### src/hw/rtl/ptb_pkg.sv
`timescale 1ns / 1ps
// Shared types and constants for the periodic timer bank.
// No dependencies; imported by ptb_order and periodic_timer_bank_core.
package ptb_pkg;

    localparam int NUM_TIMERS = 16;
    localparam int IDX_W      = $clog2(NUM_TIMERS);
    localparam int CNT_W      = $clog2(NUM_TIMERS + 1);

    localparam logic [3:0] OP_TICK       = 4'd0;
    localparam logic [3:0] OP_CREATE     = 4'd1;
    localparam logic [3:0] OP_DELETE     = 4'd2;
    localparam logic [3:0] OP_PAUSE      = 4'd3;
    localparam logic [3:0] OP_RESUME     = 4'd4;
    localparam logic [3:0] OP_READY      = 4'd5;
    localparam logic [3:0] OP_RESTART    = 4'd6;
    localparam logic [3:0] OP_SET_PERIOD = 4'd7;
    localparam logic [3:0] OP_SET_REPEAT = 4'd8;

    localparam logic [1:0] KIND_EVENT   = 2'd0;
    localparam logic [1:0] KIND_SUMMARY = 2'd1;
    localparam logic [1:0] KIND_DONE    = 2'd2;
    localparam logic [1:0] KIND_ERROR   = 2'd3;

    localparam logic [1:0] FIN_RUNNING = 2'd0;
    localparam logic [1:0] FIN_PAUSED  = 2'd1;
    localparam logic [1:0] FIN_DELETED = 2'd2;

    localparam logic [15:0] REPEAT_FOREVER = 16'hFFFF;

    typedef struct packed {
        logic             append;
        logic             remove;
        logic [IDX_W-1:0] slot;
    } ord_cmd_t;

    typedef struct packed {
        logic [31:0] period;
        logic [31:0] run_stamp;
        logic [15:0] repeats;
    } timer_ent_t;

endpackage

### src/hw/rtl/ptb_order.sv
`timescale 1ns / 1ps
// Creation-order list of live timer slots with append and compacting remove.
// Depends on ptb_pkg.
module ptb_order
    import ptb_pkg::*;
(
    input  logic             clk,
    input  logic             rst_n,
    input  ord_cmd_t         cmd,
    input  logic [IDX_W-1:0] rd_idx,
    output logic [IDX_W-1:0] rd_slot,
    output logic [CNT_W-1:0] count
);

    logic [IDX_W-1:0] order_reg  [NUM_TIMERS];
    logic [IDX_W-1:0] order_next [NUM_TIMERS];
    logic [IDX_W-1:0] order_sh   [NUM_TIMERS];
    logic [CNT_W-1:0] count_reg;
    logic [CNT_W-1:0] count_next;
    logic [NUM_TIMERS-1:0] hit;
    logic [NUM_TIMERS-1:0] shift;

    always_comb
    begin
        for (int j = 0; j < NUM_TIMERS; j++)
        begin
            hit[j] = (CNT_W'(j) < count_reg) && (order_reg[j] == cmd.slot);
        end
        shift[0] = hit[0];
        for (int j = 1; j < NUM_TIMERS; j++)
        begin
            shift[j] = shift[j-1] | hit[j];
        end
        for (int j = 0; j < NUM_TIMERS - 1; j++)
        begin
            order_sh[j] = order_reg[j+1];
        end
        order_sh[NUM_TIMERS-1] = order_reg[NUM_TIMERS-1];

        for (int j = 0; j < NUM_TIMERS; j++)
        begin
            order_next[j] = (cmd.remove && shift[j]) ? order_sh[j] : order_reg[j];
        end
        count_next = count_reg;
        if (cmd.remove && (|hit))
        begin
            count_next = count_reg - 1'b1;
        end
        else if (cmd.append && (count_reg < CNT_W'(NUM_TIMERS)))
        begin
            order_next[count_reg[IDX_W-1:0]] = cmd.slot;
            count_next = count_reg + 1'b1;
        end
    end

    always_ff @(posedge clk)
    begin
        for (int j = 0; j < NUM_TIMERS; j++)
        begin
            order_reg[j] <= order_next[j];
        end
    end

    always_ff @(posedge clk or negedge rst_n)
    begin
        if (!rst_n)
        begin
            count_reg <= '0;
        end
        else
        begin
            count_reg <= count_next;
        end
    end

    assign rd_slot = order_reg[rd_idx];
    assign count   = count_reg;

endmodule

### src/hw/rtl/periodic_timer_bank_core.sv
`timescale 1ns / 1ps
// Periodic timer bank: command decoder, tick walker and per-slot timer memory.
// Depends on ptb_pkg and ptb_order.
//
// Each timer's period, last run time and repeat count sit in one single-port
// synchronous memory word, read through a registered output and written back.
// A command other than tick goes on to the response state, which registers
// its result, passing a modify state first if it modifies the memory word
// (ready, restart, set period, set repeat). A tick walks the live timers in
// creation order, skipping paused ones: each is read, its elapsed time taken
// and it is evaluated. A summary pass reads each again, takes its elapsed and
// remaining time and keeps the minimum; a deletion cuts the walk short. The
// memory is read once per visited timer in each pass. Output backpressure
// stalls the walk. Input is taken only between commands.
module periodic_timer_bank_core
    import ptb_pkg::*;
(
    input  logic        clk,
    input  logic        rst_n,
    input  logic        cfg_valid,
    output logic        cfg_ready,
    input  logic        auto_delete,
    input  logic        in_valid,
    output logic        in_ready,
    input  logic [3:0]  op,
    input  logic [3:0]  slot,
    input  logic [31:0] period_value,
    input  logic signed [15:0] repeat_value,
    input  logic [31:0] now,
    output logic        out_valid,
    input  logic        out_ready,
    output logic [1:0]  kind,
    output logic [3:0]  slot_res,
    output logic        fired,
    output logic [1:0]  finished,
    output logic [31:0] next_due,
    output logic        last
);

    typedef enum logic [3:0] {
        ST_IDLE, ST_CMOD, ST_RESP,
        ST_WRD, ST_WEL, ST_WEVAL,
        ST_SRD, ST_SEL, ST_SREM, ST_SMIN
    } state_t;

    state_t state_reg, state_next;

    timer_ent_t mem [NUM_TIMERS];
    timer_ent_t rd_data_reg;
    logic             rd_en, wr_en;
    logic [IDX_W-1:0] rd_addr, wr_addr;
    timer_ent_t       wr_data;

    logic [NUM_TIMERS-1:0] used_reg, used_next;
    logic [NUM_TIMERS-1:0] paused_reg, paused_next;
    logic auto_del_reg;

    logic [CNT_W-1:0] idx_reg, idx_next;
    logic [IDX_W-1:0] cur_reg, cur_next;
    logic [3:0]  op_reg, op_next;
    logic [31:0] now_reg, now_next;
    logic [31:0] per_in_reg, per_in_next;
    logic [15:0] rep_in_reg, rep_in_next;
    logic [31:0] el_reg, el_next;
    logic [31:0] rem_reg, rem_next;
    logic [31:0] best_reg, best_next;
    logic [1:0]  resp_kind_reg, resp_kind_next;
    logic [3:0]  resp_slot_reg, resp_slot_next;

    logic        out_valid_reg;
    logic [1:0]  kind_reg;
    logic [3:0]  slot_res_reg;
    logic        fired_reg;
    logic [1:0]  fin_reg;
    logic [31:0] due_reg;
    logic        last_reg;

    logic        emit;
    logic [1:0]  e_kind;
    logic [3:0]  e_slot;
    logic        e_fired;
    logic [1:0]  e_fin;
    logic [31:0] e_due;
    logic        e_last;
    logic        out_free;

    ord_cmd_t         ord_cmd;
    logic [IDX_W-1:0] ord_slot;
    logic [CNT_W-1:0] ord_count;

    logic [IDX_W-1:0] free_slot;
    logic             free_found;
    logic [IDX_W-1:0] in_slot;
    logic             slot_ok;

    logic        due;
    logic        dec;
    logic [15:0] new_rep;
    logic        fin_any;
    logic        has_event;

    ptb_order u_order (
        .clk     (clk),
        .rst_n   (rst_n),
        .cmd     (ord_cmd),
        .rd_idx  (idx_reg[IDX_W-1:0]),
        .rd_slot (ord_slot),
        .count   (ord_count)
    );

    assign out_free  = !out_valid_reg || out_ready;
    assign in_ready  = (state_reg == ST_IDLE);
    assign cfg_ready = 1'b1;
    assign in_slot   = slot[IDX_W-1:0];
    assign slot_ok   = ({1'b0, slot} < 5'(NUM_TIMERS)) && used_reg[in_slot];

    always_comb
    begin
        free_slot  = '0;
        free_found = 1'b0;
        for (int i = NUM_TIMERS - 1; i >= 0; i--)
        begin
            if (!used_reg[i])
            begin
                free_slot  = IDX_W'(i);
                free_found = 1'b1;
            end
        end
    end

    // walk evaluation on the entry read for cur_reg
    always_comb
    begin
        due       = el_reg >= rd_data_reg.period;
        dec       = due && (rd_data_reg.repeats != 16'd0) && !rd_data_reg.repeats[15];
        new_rep   = dec ? rd_data_reg.repeats - 16'd1 : rd_data_reg.repeats;
        fin_any   = (new_rep == 16'd0);
        has_event = due || fin_any;
    end

    always_comb
    begin
        state_next     = state_reg;
        used_next      = used_reg;
        paused_next    = paused_reg;
        idx_next       = idx_reg;
        cur_next       = cur_reg;
        op_next        = op_reg;
        now_next       = now_reg;
        per_in_next    = per_in_reg;
        rep_in_next    = rep_in_reg;
        el_next        = el_reg;
        rem_next       = rem_reg;
        best_next      = best_reg;
        resp_kind_next = resp_kind_reg;
        resp_slot_next = resp_slot_reg;
        rd_en   = 1'b0;
        rd_addr = cur_reg;
        wr_en   = 1'b0;
        wr_addr = cur_reg;
        wr_data = rd_data_reg;
        ord_cmd = '{append: 1'b0, remove: 1'b0, slot: cur_reg};
        emit    = 1'b0;
        e_kind  = KIND_EVENT;
        e_slot  = '0;
        e_fired = 1'b0;
        e_fin   = FIN_RUNNING;
        e_due   = '0;
        e_last  = 1'b0;

        unique case (state_reg)
            ST_IDLE:
            begin
                if (in_valid)
                begin
                    op_next        = op;
                    now_next       = now;
                    per_in_next    = period_value;
                    rep_in_next    = repeat_value;
                    cur_next       = in_slot;
                    resp_kind_next = KIND_DONE;
                    resp_slot_next = '0;
                    state_next     = ST_RESP;
                    if (op == OP_TICK)
                    begin
                        idx_next   = '0;
                        state_next = ST_WRD;
                    end
                    else if (op == OP_CREATE)
                    begin
                        if ((ord_count >= CNT_W'(NUM_TIMERS)) || !free_found)
                        begin
                            resp_kind_next = KIND_ERROR;
                        end
                        else
                        begin
                            wr_en   = 1'b1;
                            wr_addr = free_slot;
                            wr_data = '{period: period_value, run_stamp: now,
                                        repeats: REPEAT_FOREVER};
                            used_next[free_slot]   = 1'b1;
                            paused_next[free_slot] = 1'b0;
                            ord_cmd = '{append: 1'b1, remove: 1'b0, slot: free_slot};
                            resp_slot_next = 4'(free_slot);
                        end
                    end
                    else if ((op > OP_SET_REPEAT) || !slot_ok)
                    begin
                        resp_kind_next = KIND_ERROR;
                    end
                    else if (op == OP_DELETE)
                    begin
                        ord_cmd = '{append: 1'b0, remove: 1'b1, slot: in_slot};
                        used_next[in_slot]   = 1'b0;
                        paused_next[in_slot] = 1'b0;
                    end
                    else if (op == OP_PAUSE)
                    begin
                        paused_next[in_slot] = 1'b1;
                    end
                    else if (op == OP_RESUME)
                    begin
                        paused_next[in_slot] = 1'b0;
                    end
                    else
                    begin
                        rd_en      = 1'b1;
                        rd_addr    = in_slot;
                        state_next = ST_CMOD;
                    end
                end
            end

            ST_CMOD:
            begin
                wr_en = 1'b1;
                priority if (op_reg == OP_READY)
                    wr_data.run_stamp = now_reg + ~rd_data_reg.period;
                else if (op_reg == OP_RESTART)
                    wr_data.run_stamp = now_reg;
                else if (op_reg == OP_SET_PERIOD)
                    wr_data.period = per_in_reg;
                else
                    wr_data.repeats = rep_in_reg;
                state_next = ST_RESP;
            end

            ST_RESP:
            begin
                if (out_free)
                begin
                    emit       = 1'b1;
                    e_kind     = resp_kind_reg;
                    e_slot     = resp_slot_reg;
                    e_last     = 1'b1;
                    state_next = ST_IDLE;
                end
            end

            ST_WRD:
            begin
                if (idx_reg >= ord_count)
                begin
                    idx_next   = '0;
                    best_next  = '1;
                    state_next = ST_SRD;
                end
                else if (paused_reg[ord_slot])
                begin
                    idx_next = idx_reg + 1'b1;
                end
                else
                begin
                    rd_en      = 1'b1;
                    rd_addr    = ord_slot;
                    cur_next   = ord_slot;
                    state_next = ST_WEL;
                end
            end

            ST_WEL:
            begin
                el_next    = now_reg - rd_data_reg.run_stamp;
                state_next = ST_WEVAL;
            end

            ST_WEVAL:
            begin
                if (!has_event || out_free)
                begin
                    if (due)
                    begin
                        wr_en   = 1'b1;
                        wr_data = '{period: rd_data_reg.period, run_stamp: now_reg,
                                    repeats: new_rep};
                    end
                    if (has_event)
                    begin
                        emit    = 1'b1;
                        e_kind  = KIND_EVENT;
                        e_slot  = 4'(cur_reg);
                        e_fired = due && (rd_data_reg.repeats != 16'd0);
                        e_fin   = !fin_any ? FIN_RUNNING
                                : (auto_del_reg ? FIN_DELETED : FIN_PAUSED);
                    end
                    idx_next   = idx_reg + 1'b1;
                    state_next = ST_WRD;
                    if (fin_any)
                    begin
                        if (auto_del_reg)
                        begin
                            ord_cmd = '{append: 1'b0, remove: 1'b1, slot: cur_reg};
                            used_next[cur_reg]   = 1'b0;
                            paused_next[cur_reg] = 1'b0;
                            idx_next   = '0;
                            best_next  = '1;
                            state_next = ST_SRD;
                        end
                        else
                        begin
                            paused_next[cur_reg] = 1'b1;
                        end
                    end
                end
            end

            ST_SRD:
            begin
                if (idx_reg >= ord_count)
                begin
                    if (out_free)
                    begin
                        emit       = 1'b1;
                        e_kind     = KIND_SUMMARY;
                        e_due      = best_reg;
                        e_last     = 1'b1;
                        state_next = ST_IDLE;
                    end
                end
                else if (paused_reg[ord_slot])
                begin
                    idx_next = idx_reg + 1'b1;
                end
                else
                begin
                    rd_en      = 1'b1;
                    rd_addr    = ord_slot;
                    state_next = ST_SEL;
                end
            end

            ST_SEL:
            begin
                el_next    = now_reg - rd_data_reg.run_stamp;
                state_next = ST_SREM;
            end

            ST_SREM:
            begin
                rem_next   = (el_reg >= rd_data_reg.period) ? 32'd0
                           : rd_data_reg.period - el_reg;
                state_next = ST_SMIN;
            end

            ST_SMIN:
            begin
                if (rem_reg < best_reg)
                begin
                    best_next = rem_reg;
                end
                idx_next   = idx_reg + 1'b1;
                state_next = ST_SRD;
            end

            default:
            begin
                state_next = ST_IDLE;
            end
        endcase
    end

    // timer memory
    always_ff @(posedge clk)
    begin
        if (wr_en)
        begin
            mem[wr_addr] <= wr_data;
        end
        if (rd_en)
        begin
            rd_data_reg <= mem[rd_addr];
        end
    end

    always_ff @(posedge clk or negedge rst_n)
    begin
        if (!rst_n)
        begin
            state_reg     <= ST_IDLE;
            used_reg      <= '0;
            paused_reg    <= '0;
            auto_del_reg  <= 1'b0;
            idx_reg       <= '0;
            out_valid_reg <= 1'b0;
        end
        else
        begin
            state_reg  <= state_next;
            used_reg   <= used_next;
            paused_reg <= paused_next;
            idx_reg    <= idx_next;
            if (cfg_valid)
            begin
                auto_del_reg <= auto_delete;
            end
            if (emit)
            begin
                out_valid_reg <= 1'b1;
            end
            else if (out_ready)
            begin
                out_valid_reg <= 1'b0;
            end
        end
    end

    always_ff @(posedge clk)
    begin
        cur_reg       <= cur_next;
        op_reg        <= op_next;
        now_reg       <= now_next;
        per_in_reg    <= per_in_next;
        rep_in_reg    <= rep_in_next;
        el_reg        <= el_next;
        rem_reg       <= rem_next;
        best_reg      <= best_next;
        resp_kind_reg <= resp_kind_next;
        resp_slot_reg <= resp_slot_next;
        if (emit)
        begin
            kind_reg     <= e_kind;
            slot_res_reg <= e_slot;
            fired_reg    <= e_fired;
            fin_reg      <= e_fin;
            due_reg      <= e_due;
            last_reg     <= e_last;
        end
    end

    assign out_valid = out_valid_reg;
    assign kind      = kind_reg;
    assign slot_res  = slot_res_reg;
    assign fired     = fired_reg;
    assign finished  = fin_reg;
    assign next_due  = due_reg;
    assign last      = last_reg;

endmodule
### config.mk
export PLATFORM = sky130hd
export DESIGN_NAME = periodic_timer_bank_core
export DESIGN_NICKNAME = d
export VERILOG_FILES = /design/src/hw/rtl/ptb_pkg.sv /design/src/hw/rtl/ptb_order.sv /design/src/hw/rtl/periodic_timer_bank_core.sv
export SDC_FILE = /design/constraint.sdc
export NUM_CORES = 2
export LEC_CHECK = 0
export ABC_AREA = 1
export BUFFER_PORTS_ARGS = -buffer_cell sky130_fd_sc_hd__buf_2
export CAP_MARGIN = 20
export CORE_MARGIN = 4
export CORE_UTILIZATION = 26
export CTS_CLUSTER_DIAMETER = 50
export DETAILED_ROUTE_END_ITERATION = 10
export PLACE_DENSITY_LB_ADDON = 0.12
export SLEW_MARGIN = 10
export SYNTH_ARGS = -nofsm -noshare
export SYNTH_HDL_FRONTEND = slang
export SYNTH_SLANG_ARGS = --single-unit
### constraint.sdc
create_clock -name clk -period 9.1 [get_ports clk]
set_input_delay 0.455 -clock clk [delete_from_list [all_inputs] [get_ports clk]]
set_output_delay 0.455 -clock clk [all_outputs]
set_load 0.05 [all_outputs]
==> impl_metrics.tcl <==
set metrics [dict create \
    timing.rr.end "rd_data_reg[8]" \
    slew-limit-headroom 0.1151 \
    vias 63480 \
    path_delay_family "simple AND/OR/NAND/NOR gates" \
    layout.cells.non_filler 13230 \
    area_delta_synth_final_pct 17.54 \
    hold_class "in -> reg" \
    reg2regPathDepth 20 \
    cts_setup_buffers 0 \
    use_met3 0.02454 \
    clock_latency_ps 930 \
    firstDrtPassIters 6 \
    cp_cell_sequence "clkinv_1, nand3_1, nand3_2, nand2_2, nor2_1, o31ai_1, o211ai_2, nand2_4, inv_2, nand2_2, nand2_1, nand3_1, nand2_4, nand2_8, buf_4, nand2_1, nand3_1, nand3_1, nand3_1, nand2_1" \
    startpoint_type "flop" \
    skew_ps 94.22 \
    grt.busiest_layer "met2" \
    max_cap_viol_count 0 \
    synth.most_common_cell "nand2_1" \
    fillers 33110 \
    yosys_register_bits 1703 \
    root_buffer "clkbuf_16" \
    seq_area_mm2 0.05030 \
    max_clock_freq_mhz 164.7 \
    drtIter0Drc 5456 \
    grt_util_met1 0.2546 \
    drtAntennaViolNets 0 \
    fp.dieW_um 575.6 \
    drive_gt1_frac 0.09853 \
    clkTransAtPathRegs_ps 60 \
    end_kind "flop" \
    synthesis.nets 8774 \
    gp_congestion 0.8885 \
    synth_flop_cell "edfxtp_1" \
    crit_buf_inv 3 \
    grt_use_met2 0.2921 \
    num_rows 208 \
    yosys.area.top_type "edfxtp_1" \
    cts_buffers 240 \
    largest_reg_flops 1280 \
    syn_inst 8541 \
    critPathMaxFanout 79 \
    status "completed" \
    clockBufferDepth 4 \
    period_share 0.6673 \
    tightest_slew_ps 1327 \
    synth_warnings 0 \
    path_depth 20 \
    clock_sinks 1703 \
    async_reset_ff_frac 0.02819 \
    grt_pass1_wl_mm 447.1 \
    finalSetupViolations 0 \
    avgViaCountPerCell 4.799 \
    grt_antenna_before_repair 18 \
    ios 139 \
    initial_core_util 0.2611 \
    cp_slowest_stage_delay_ps 760 \
    drcViolationCount 0 \
    rrSetupSlack_ps 3030 \
    ys_top_cells_by_count "nand2_1, edfxtp_1, nand3_1" \
    grt_max_degree 155 \
    final-hold-violation-count 0 \
    worstSetupPathType "reg -> reg" \
    io_buffers 137 \
    worstPathArrival_ps 6660 \
    grt_overflow_total 0 \
    track_usage 0.1805 \
    fin_tns_setup_ps 0 \
    multi_input_area_mm2 0.02798 \
    min_path_cells 5 \
    cts_tree "built" \
    fin_nets 8962 \
    syn_area_per_cell_um2 9.809 \
    critPathLaunch "idx_reg[2]" \
    ys_types 67 \
    ctsResizeCount 0 \
    yosys-top-cells-area "edfxtp_1, nand2_1, nand3_1" \
    wl_per_cell_um 23.31 \
    synth.top_cell.area_share 0.5717 \
    synth_edf_count 1595 \
    cts_max_level 4 \
    synth_seq_area_share 0.6004 \
    cp_slowest_cell "dfrtp_1" \
    cp_common_cell "nand3_1" \
    rsz0062_at_grt "no" \
    die_h_um 575.6 \
    slew_violations 0 \
    hpwlAfterDp_mm 186.0 \
    grt_pass1_vias 61440 \
    core_area_mm2 0.3209 \
    critPathCapture "rd_data_reg[8]" \
    drt-total-wl_mm 308.4 \
    r2r-start "idx_reg[2]" \
    dp_cells 12700 \
    layout_min_cycle_time_ps 6073 \
    netlist_area_mm2 0.08378 \
    required_ps 9690 \
    die-area_mm2 0.3314 \
]
==> layout by cell type (no fill, tap or decap), types with 60 or more instances in the layout <==
cell type / synthesis / layout
clkbuf_16: 0 / 241
ha_1: 136 / 136
inv_1: 923 / 920
a21oi_1: 264 / 264
nand3b_1: 320 / 320
dfxtp_1: 60 / 60
nand3_1: 1416 / 1415
dlygate4sd3_1: 0 / 90
o21ai_1: 74 / 77
xor2_1: 61 / 61
o21ai_0: 336 / 331
buf_4: 29 / 149
buf_2: 219 / 137
nand2_1: 1985 / 1983
nor2_1: 319 / 296
edfxtp_1: 1595 / 1595
o211ai_1: 71 / 71
==> layout make-up <==
cell class,count,share of cell area
diodes,3,0.00007624
clock buffers,279,0.06310
clock inverters,155,0.01729
inverters,947,0.03624
multi-input cells,5430,0.2842
flip-flops and latches,1703,0.5108
well taps,4305,0.05470
repair buffers,407,0.03363
==> through the flow <==
step                hold WS (ps)    util  setup slack [ps]  area [µm²]
detailed placement         505.6  0.2792              3054       89590
floorplan                  159.4       -              2702       83780
finish                     146.2  0.3069              3027       98470
global route               116.0  0.3069              2726       98470
global placement           505.1  0.2789              2840       89510
CTS                        61.85  0.3067              2963       98410
==> cell families (layout without fill, tap and decap cells) <==
kind of cell,Yosys count,after routing,share of synthesized area
AOI/OAI and AO/OA,955,955,0.06695
buffers and inverters,1408,1788,0.06895
other,1,4,0.00004476
xor gates and xnor gates,83,83,0.008677
and+or+nand+nor,4251,4251,0.2338
adders and majority gates,139,139,0.02103
muxes,1,1,0.0001344
DFF,1703,1703,0.6004
==> worst min path at each step <==
stage | startpoint | endpoint | slack [ps]
detailed placement | rem_reg[0] | best_reg[0] | 510
CTS | out_ready | state_reg[0] | 60
global placement | rem_reg[0] | best_reg[0] | 510
floorplan | rst_n | asynchronous set/reset pin | 160
finish | out_ready | state_reg[0] | 150
global route | out_ready | state_reg[0] | 120
==> routing by layer <==
layer | vias to the layer above | wire (µm)
met2 | 1679 | 141900
li1 | 29920 | -
met3 | 383 | 14440
met4 | 0 | 7295
met1 | 31500 | 144800
met5 | - | 0
==> what timing repair did <==
action,4_1_cts,5_1_grt
hold buffers,90,0
setup endpoints to repair,0,0
endpoints found under the hold margin,135,0
==> worst register-to-register path, delay by kind of cell (launching register included) <==
| family | cells | cell delay [ps] |
|---|---|---|
| AND/OR/NAND/NOR | 15 | 3180 |
| buffers and inverters | 3 | 1430 |
| AO/OA/AOI/OAI | 2 | 430 |
| flip-flops | 1 | 760 |
Power is left out: the tool's default activity adds up to more than one toggle a clock period on the data nets, which glitch-free logic cannot reach.
